[src/design/ray_triangle_nearest_hit_assert.svh]
// Assertion macros for the ray_triangle_nearest_hit block.
`ifndef RAY_TRIANGLE_NEAREST_HIT_ASSERT_SVH
`define RAY_TRIANGLE_NEAREST_HIT_ASSERT_SVH
`ifndef SYNTH
`define RTNH_ASSERT_SAME(label, clk, rst_n, cond, expr) \
  label: assert property (@(posedge clk) disable iff (!rst_n) (cond) |-> (expr)) \
    else $error("same-cycle check failed");
`define RTNH_ASSERT_NEXT(label, clk, rst_n, cond, expr) \
  label: assert property (@(posedge clk) disable iff (!rst_n) (cond) |=> (expr)) \
    else $error("next-cycle check failed");
`else
`define RTNH_ASSERT_SAME(label, clk, rst_n, cond, expr)
`define RTNH_ASSERT_NEXT(label, clk, rst_n, cond, expr)
`endif
`endif

[src/design/rtnh_pkg.sv]
// Package: types, commands and constants of the ray triangle nearest hit block.
`timescale 1ns / 1ps
package rtnh_pkg;
  localparam int MaxTriangles  = 65536;
  localparam int CountLimitInt = ((MaxTriangles - 1) > 65535) ? 65535 : (MaxTriangles - 1);
  localparam logic [15:0] CountLimit = 16'(CountLimitInt);

  localparam logic [2:0] CfgNearX = 3'd0;
  localparam logic [2:0] CfgNearY = 3'd1;
  localparam logic [2:0] CfgNearZ = 3'd2;
  localparam logic [2:0] CfgFarX  = 3'd3;
  localparam logic [2:0] CfgFarY  = 3'd4;
  localparam logic [2:0] CfgFarZ  = 3'd5;

  localparam logic [3:0] LastStep  = 4'd8;
  localparam logic [3:0] DotStep0  = 4'd6;
  localparam logic [2:0] LastVol   = 3'd4;
  localparam logic [1:0] LastAxis  = 2'd2;

  typedef logic [31:0] coord_t;
  typedef coord_t [2:0] vec_t;

  typedef enum logic [1:0] {MO_CROSS, MO_DOT, MO_SCALE, MO_SQ} mulop_t;

  typedef enum logic [4:0] {
    ST_IDLE, ST_VLOAD, ST_XMUL, ST_XWAIT, ST_XACC, ST_VSTORE, ST_DECIDE,
    ST_DMUL, ST_DWAIT, ST_DIVL, ST_DIVW, ST_ROUND, ST_QMUL, ST_QWAIT, ST_QACC,
    ST_SQRTL, ST_SQRTW, ST_UPDATE, ST_FINISH
  } state_t;

  typedef struct packed {
    logic       load_tri;
    logic       vol_load;
    logic       mul_load;
    logic       acc;
    mulop_t     op;
    logic [2:0] idx;
    logic       vol_store;
    logic       numden;
    logic       div_load;
    logic       round_store;
    logic       sqrt_load;
    logic       update;
    logic       out_load;
    logic       tri_done;
  } cmd_t;

  typedef struct packed {
    logic mul_done;
    logic div_done;
    logic sqrt_done;
    logic hit;
    logic last;
    logic out_free;
  } stat_t;
endpackage

[src/design/rtnh_ctrl.sv]
// Controller: sequences volumes, crossing point, distance and result per triangle.
`timescale 1ns / 1ps
module rtnh_ctrl import rtnh_pkg::*; (
  input  logic  clk,
  input  logic  rst_n,
  input  logic  in_valid,
  output logic  in_stall,
  input  stat_t stat,
  output cmd_t  cmd
);
  state_t     state_r, state_nxt;
  logic [3:0] step_r, step_nxt;
  logic [2:0] vol_r, vol_nxt;
  logic [1:0] axis_r, axis_nxt;

  always_ff @(posedge clk) begin
    if (!rst_n) begin
      state_r <= ST_IDLE;
      step_r  <= '0;
      vol_r   <= '0;
      axis_r  <= '0;
    end else begin
      state_r <= state_nxt;
      step_r  <= step_nxt;
      vol_r   <= vol_nxt;
      axis_r  <= axis_nxt;
    end
  end

  always_comb begin
    state_nxt = state_r;
    step_nxt  = step_r;
    vol_nxt   = vol_r;
    axis_nxt  = axis_r;
    cmd       = '0;
    cmd.op    = MO_CROSS;
    in_stall  = 1'b1;
    if (step_r < DotStep0) begin
      cmd.op  = MO_CROSS;
      cmd.idx = step_r[2:0];
    end else begin
      cmd.op  = MO_DOT;
      cmd.idx = 3'(step_r - DotStep0);
    end
    case (state_r)
      ST_IDLE: begin
        in_stall = 1'b0;
        if (in_valid) begin
          cmd.load_tri = 1'b1;
          vol_nxt      = '0;
          state_nxt    = ST_VLOAD;
        end
      end
      ST_VLOAD: begin
        cmd.vol_load = 1'b1;
        cmd.idx      = vol_r;
        step_nxt     = '0;
        state_nxt    = ST_XMUL;
      end
      ST_XMUL: begin
        cmd.mul_load = 1'b1;
        state_nxt    = ST_XWAIT;
      end
      ST_XWAIT: begin
        if (stat.mul_done) state_nxt = ST_XACC;
      end
      ST_XACC: begin
        cmd.acc = 1'b1;
        if (step_r == LastStep) begin
          state_nxt = ST_VSTORE;
        end else begin
          step_nxt  = step_r + 4'd1;
          state_nxt = ST_XMUL;
        end
      end
      ST_VSTORE: begin
        cmd.vol_store = 1'b1;
        cmd.idx       = vol_r;
        if (vol_r == LastVol) begin
          state_nxt = ST_DECIDE;
        end else begin
          vol_nxt   = vol_r + 3'd1;
          state_nxt = ST_VLOAD;
        end
      end
      ST_DECIDE: begin
        cmd.numden = 1'b1;
        axis_nxt   = '0;
        state_nxt  = stat.hit ? ST_DMUL : ST_FINISH;
      end
      ST_DMUL: begin
        cmd.mul_load = 1'b1;
        cmd.op       = MO_SCALE;
        cmd.idx      = {1'b0, axis_r};
        state_nxt    = ST_DWAIT;
      end
      ST_DWAIT: begin
        if (stat.mul_done) state_nxt = ST_DIVL;
      end
      ST_DIVL: begin
        cmd.div_load = 1'b1;
        state_nxt    = ST_DIVW;
      end
      ST_DIVW: begin
        if (stat.div_done) state_nxt = ST_ROUND;
      end
      ST_ROUND: begin
        cmd.round_store = 1'b1;
        cmd.idx         = {1'b0, axis_r};
        state_nxt       = ST_QMUL;
      end
      ST_QMUL: begin
        cmd.mul_load = 1'b1;
        cmd.op       = MO_SQ;
        cmd.idx      = {1'b0, axis_r};
        state_nxt    = ST_QWAIT;
      end
      ST_QWAIT: begin
        if (stat.mul_done) state_nxt = ST_QACC;
      end
      ST_QACC: begin
        cmd.acc = 1'b1;
        cmd.op  = MO_SQ;
        cmd.idx = {1'b0, axis_r};
        if (axis_r == LastAxis) begin
          state_nxt = ST_SQRTL;
        end else begin
          axis_nxt  = axis_r + 2'd1;
          state_nxt = ST_DMUL;
        end
      end
      ST_SQRTL: begin
        cmd.sqrt_load = 1'b1;
        state_nxt     = ST_SQRTW;
      end
      ST_SQRTW: begin
        if (stat.sqrt_done) state_nxt = ST_UPDATE;
      end
      ST_UPDATE: begin
        cmd.update = 1'b1;
        state_nxt  = ST_FINISH;
      end
      ST_FINISH: begin
        if (!stat.last) begin
          cmd.tri_done = 1'b1;
          state_nxt    = ST_IDLE;
        end else if (stat.out_free) begin
          cmd.out_load = 1'b1;
          cmd.tri_done = 1'b1;
          state_nxt    = ST_IDLE;
        end
      end
      default: state_nxt = ST_IDLE;
    endcase
  end
endmodule

[config.mk]
export PLATFORM = sky130hd
export DESIGN_NAME = rtnh_ctrl
export DESIGN_NICKNAME = d
export VERILOG_FILES = /design/src/design/ray_triangle_nearest_hit_assert.svh /design/src/design/rtnh_pkg.sv /design/src/design/rtnh_ctrl.sv
export SDC_FILE = /design/constraint.sdc
export NUM_CORES = 1
export LEC_CHECK = 0
export BUFFER_PORTS_ARGS = -buffer_cell sky130_fd_sc_hd__buf_2
export CORE_ASPECT_RATIO = 1.1
export CORE_UTILIZATION = 59
export CTS_BUF_LIST = sky130_fd_sc_hd__clkbuf_8
export CTS_CLUSTER_DIAMETER = 40
export CTS_CLUSTER_SIZE = 8
export DETAILED_ROUTE_END_ITERATION = 16
export PLACE_DENSITY_LB_ADDON = 0.15
export SLEW_MARGIN = 20
export SYNTH_ARGS = -nofsm -noshare
export SYNTH_HDL_FRONTEND = slang
export SYNTH_SLANG_ARGS = --single-unit
[constraint.sdc]
create_clock -name clk -period 4.55 [get_ports clk]
set_clock_uncertainty 0.15 [all_clocks]
set_input_delay 0.91 -clock clk [delete_from_list [all_inputs] [get_ports clk]]
set_output_delay 0.91 -clock clk [all_outputs]
set_load 0.03 [all_outputs]
==> results of run 1 <==
[per-layer routing]
layer,share of wire (%),up-vias,global-route usage [%]
li1,-,685,-
met1,44,635,42.8
met2,45,79,43.8
met3,9.6,6,4.17
met4,0.88,0,8.10
met5,0,-,0
[Yosys cell counts (2+ instances only)]
master and n:
clkbuf_1 2, a31oi_1 2, o21ai_1 3, nor2b_1 4, nor3b_1 2, nand3_1 10, and3_1 4, a21oi_1 14
dfxtp_1 14, nor3_1 7, mux2i_1 2, o22ai_1 3, nand4_1 4, buf_4 3, o21ai_0 3, a22o_1 2
o2111ai_1 2, o311ai_1 2, and2_1 4, nand2_1 17, xor2_1 4, and3b_1 2, nor2_1 14, nor3b_2 2
a2111oi_2 2, buf_2 7, inv_1 11, ha_1 6, inv_2 2, o221ai_1 2, o21a_1 2
[worst max-delay path by stage]
stage / from / endpoint / depth (start not counted)
after floorplan: state_r[0]$_SDFFE_PN0P_ / cmd[4] / 4
after global placement: state_r[3]$_SDFFE_PN0P_ / cmd[8] / 5
after detailed placement: state_r[3]$_SDFFE_PN0P_ / cmd[8] / 5
after CTS: state_r[3]$_SDFFE_PN0P_ / cmd[8] / 5
after global routing: state_r[3]$_SDFFE_PN0P_ / cmd[9] / 5
final: state_r[3]$_SDFFE_PN0P_ / cmd[8] / 5
[final cells by class]
cell class,instances,area (um^2),area share (%)
Tap cell,28,35.0,2.37
Multi-Input combinational cell,139,927,62.6
Inverter,14,52.6,3.55
Sequential cell,14,280,18.9
Clock buffer,4,55.1,3.72
Timing Repair Buffer,26,130,8.79
[flip-flops by register name, summed over array words and instances, names as in the netlist]
| register | flops |
|---|---|
| axis_r | 2 |
| vol_r | 3 |
| state_r | 5 |
| step_r | 4 |
[critical path, cell delays in order, from the launching register on]
cell	delay, ps
dfxtp_1	870
nor2b_1	370
o21ai_1	100
a21oi_1	280
o221ai_1	150
buf_2	190
[per-stage QoR]
| stage | total power, mW | setup WS (ps) |
|---|---|---|
| after floorplan | 0.469 | 1880 |
| after global placement | 0.522 | 1720 |
| after detailed placement | 0.529 | 1620 |
| after CTS | 0.651 | 1340 |
| after global routing | 0.697 | 1180 |
| final | 0.657 | 1280 |
[cell families after synthesis]
| group | synth area share, % |
|---|---|
| compound gates | 24.0 |
| simple gates | 34.2 |
| mux | 2.34 |
| xor+xnor | 3.28 |
| fa+ha+maj | 5.62 |
| buf+inv | 9.64 |
| flops | 21.0 |
[power breakdown]
| part | internal [mW] | switching, mW | total (mW) |
|---|---|---|---|
| registers | 0.138 | 0.0721 | 0.210 |
| clock network | 0.0766 | 0.0450 | 0.122 |
| logic | 0.121 | 0.204 | 0.325 |
| total | 0.336 | 0.321 | 0.657 |
==> out/summary.txt, run 1 <==
power per cell area: 444 nW/um^2
Gate Count Post-Synth: 180
die area: 2460 um^2
Net count, final: 213
most frequent cells in the layout: buf_2 (26), nand2_1 (17), nor2_1 (14), a21oi_1 (14), dfxtp_1 (14)
setup violators final: 0
CTS tree: done
reg2reg setup slack: 2320 ps
largest net degree at the start of global routing: 25
clk sinks: 14
post-synthesis sequential area ratio: 21.0%
Max FO, Critical Path: 23
crit path DAT: 2210 ps
DP Area: 1430 um^2
gpl congestion: 0.887
root buf cell: clkbuf_8
# DRC: 0
fraction of layout cells with a size suffix above 1: 21.8%
Worst Reg-to-Reg Cells: 4
Startpoint Class: flop
Peak supply drop: 0.302 mV
Synth area leaders: dfxtp_1 (21%), ha_1 (5.6%), a21oi_1 (5.2%), nand2_1 (4.8%), nor2_1 (3.9%)
#FFs+latches synth: 14
Synth top area share: 21.0%
drt pass-1 iters: 4
final setup TNS: 0 ps
Hold-fix buffers, CTS: 0
post-CTS resize count: 0
end of the worst hold path: step_r[0]$_SDFFE_PN0P_
Synth area leader: dfxtp_1
total CTS buffers: 3
Total Routing Usage GR: 29.3%
core box area: 2060 um^2
worst hold start: step_r[0]$_SDFFE_PN0P_
die width: 47.4 um
FP Rows: 17
Syn Area/Cell: 7.42 um^2
Hold Crit Class: reg -> reg
most common cell after layout, fill and taps aside: buf_2
hold path depth: 2
worst slew pin tran: 844 ps
first-pass GRT wire length: 5220 um
Period Utilization, post-route: 71.8%
fin cells: 225
max cap viols: 0
DP HPWL: 2400 um
post-route core utilization: 71.7%
Ports: 27
cell area after synthesis: 1340 um^2
CTS clk-pin slew, worst paths: 60 ps
fmax: 0.306 GHz
Pleak: 0.631 nW
EDFF count, synth: 0
Antenna Cells: 0
Fin Hold WS: 366 ps
crit path capture type: output pin
DR vias/cell: 6.24
post-CTS setup buffers: 0
1st-iter DRT viols: 87
RSZ-0062 raised after global routing: no
Slew Limit Fails: 0
critical path type: reg -> out
number of global-route vias before repair: 1156
syn_nets: 195
fillers: 174
Synth Warn #: 0
PortBufs: 26
Synth-to-Final Area Change: 10.8%
Min Clock Period, post-route: 3270 ps
R2R Path End: axis_r[0]$_SDFFE_PN0P_
via count: 1405
placed cell count: 221
initial core utilization: 64.8%
Worst R2R Start: state_r[3]$_SDFFE_PN0P_
initial antenna violation count: 0
Netlist cell types: 53
clock network latency to the later pin of the worst-skew pair: 250 ps
H-Tree Depth: 1
number of hold violations in the final report: 0
Routed Antenna Nets: 0
Overflow after GRT: 0
DR WL/cell: 14.7 um
Async S/R FF share, synth: 0%
Primary FF master, synth: dfxtp_1
DRT Wirelength: 3310 um
outcome: completed
worst path required time: 3490 ps
post-route cell area: 1480 um^2
relative slew slack: 43.6%
clock tree buffer depth: 2
Die Y: 51.9 um
Power figures use the tool's default switching activity.
==> run 2: changes to the inputs <==
Settings changed: CORE_UTILIZATION 59 to 51.
Clock period 4.55 ns to 2.75 ns, I/O delays scaled along.
==> run 2 against run 1 <==
Net effect:
- combinational power is 96% higher
- non-clock buffer count is 7 higher
- via count about the same
- critical path depth did not move
- critical endpoint is now cmd[9]
- die area is 15% higher
- largest cell class unchanged
- clock power increased by 66%
- first-iteration DRC count fell by 45%
- sequential power rose by 40%
- sequential share of layout area fell by 0.69 points
==> out/summary.txt, run 2 (synthesis gave the netlist of run 1 again) <==
Hold Crit Class: reg -> reg (unchanged)
Max FO, Critical Path: 14 (was 23)
most common cell after layout, fill and taps aside: buf_2 (unchanged)
core box area: 2500 um^2 (was 2060 um^2)
critical path type: reg -> out (unchanged)
Net count, final: 220 (was 213)
Overflow after GRT: 0 (unchanged)
Largest Register: state_r (unchanged)
RSZ-0062 raised after global routing: no (unchanged)
Worst Reg-to-Reg Cells: 5 (was 4)
initial core utilization: 53.5% (was 64.8%)
total CTS buffers: 3 (unchanged)
post-CTS setup buffers: 0 (unchanged)
worst path required time: 2050 ps (was 3490 ps)
placed cell count: 231 (was 221)
Die Y: 55.7 um (was 51.9 um)
Peak supply drop: 0.450 mV (was 0.302 mV)
top flop regs: state_r x5, step_r x4, vol_r x3 (unchanged)
setup violators final: 0 (unchanged)
Min Clock Period, post-route: 2600 ps
Slew Limit Fails: 0 (unchanged)
relative slew slack: 65.8% (was 43.6%)
number of global-route vias before repair: 1273 (was 1156)
max cap viols: 0 (unchanged)
Startpoint Class: flop (unchanged)
DR vias/cell: 5.98 (was 6.24)
Antenna Cells: 0 (unchanged)
final setup TNS: 0 ps (unchanged)
Total Routing Usage GR: 26.4% (was 29.3%)
hold path depth: 2 (unchanged)
initial antenna violation count: 0 (unchanged)
most frequent cells in the layout: buf_2 (26), nand2_1 (17), nor2_1 (14), a21oi_1 (14), dfxtp_1 (14) (unchanged)
root buf cell: clkbuf_8 (unchanged)
CTS tree: done (unchanged)
max reg flops: 5 (unchanged)
fin cells: 235 (was 225)
DP Area: 1480 um^2 (was 1430 um^2)
clock tree buffer depth: 2 (unchanged)
crit path DAT: 1900 ps (was 2210 ps)
1st-iter DRT viols: 48 (was 87)
FP Rows: 19 (was 17)
outcome: completed (unchanged)
Ports: 27 (unchanged)
die area: 2830 um^2 (was 2460 um^2)
via count: 1406 (was 1405)
fmax: 0.385 GHz
first-pass GRT wire length: 5690 um (was 5220 um)
Period Utilization, post-route: 94.6%
die width: 50.8 um (was 47.4 um)
DRT Wirelength: 3490 um (was 3310 um)
DR WL/cell: 14.9 um (was 14.7 um)
crit path capture type: output pin (unchanged)
clock network latency to the later pin of the worst-skew pair: 250 ps (about the same)
gpl congestion: 0.912 (was 0.887)
power per cell area: 738 nW/um^2 (was 444 nW/um^2)
Hold-fix buffers, CTS: 0 (unchanged)
DP HPWL: 2750 um (was 2400 um)
clk sinks: 14 (unchanged)
fraction of layout cells with a size suffix above 1: 24.5% (was 21.8%)
post-CTS resize count: 0 (unchanged)
Synth-to-Final Area Change: 15.0% (was 10.8%)
PortBufs: 26 (unchanged)
drt pass-1 iters: 4 (unchanged)
H-Tree Depth: 1 (unchanged)
CTS clk-pin slew, worst paths: 60 ps (about the same)
largest net degree at the start of global routing: 15 (was 25)
Pleak: 0.668 nW (was 0.631 nW)
number of hold violations in the final report: 0 (unchanged)
post-route cell area: 1540 um^2 (was 1480 um^2)
worst slew pin tran: 510 ps (was 844 ps)
# DRC: 0 (unchanged)
Routed Antenna Nets: 0 (unchanged)
==> run 2: changes by cell type in the layout (fill, tap and decap cells not counted) <==
cell   before  now
buf_4       0    7
==> run 2: worst paths after layout <==
path,endpoint,start,slack [ps]
setup / recovery,cmd[9],state_r[3]$_SDFFE_PN0P_,150
hold / removal,vol_r[0]$_SDFFE_PN0P_,vol_r[0]$_SDFFE_PN0P_,360
setup reg to reg,state_r[4]$_SDFFE_PN0P_,state_r[4]$_SDFFE_PN0P_,790
hold reg to reg,vol_r[0]$_SDFFE_PN0P_,vol_r[0]$_SDFFE_PN0P_,360
==> run 2: cell type report <==
| cell class | instances | area [um^2] |
|---|---|---|
| repair buffers | 33 | 183 |
| multi-input cells | 139 | 927 |
| fillers | 245 | 960 |
| clock buffers | 4 | 55.1 |
| well taps | 31 | 38.8 |
| flip-flops and latches | 14 | 280 |
| inverters | 14 | 52.6 |
==> run 2: where the power goes <==
part	leakage, nW	internal, mW	total (mW)	switching [mW]
registers	0.114	0.229	0.295	0.0665
logic	0.526	0.234	0.636	0.402
clock network	0.0288	0.127	0.203	0.0762
==> run 2: worst max-delay path, stage by stage, from the launching register on <==
cell and delay [ps]:
dfxtp_1 630, nor2b_1 320, o21ai_1 90, a21oi_1 280, o221ai_1 140, buf_2 190
==> run 2: stage by stage <==
stage / power (mW) / utilization, % / hold WS (ps) / setup slack [ps]
after global placement: 0.920 / 59.3 / 343 / 515
after detailed placement: 0.931 / 59.3 / 351 / 438
after floorplan: 0.776 / - / 324 / 443
after CTS: 1.14 / 61.6 / 360 / 166
final: 1.13 / 61.6 / 355 / 149
after global routing: 1.21 / 61.6 / 393 / 4.24
==> run 2: routing by layer <==
layer | vias up | routed length, um | track usage, %
met5 | - | 0 | 0
met4 | 0 | 42 | 9.13
met2 | 40 | 1720 | 47.6
met3 | 5 | 156 | 2.46
met1 | 657 | 1580 | 32.0
li1 | 704 | - | -
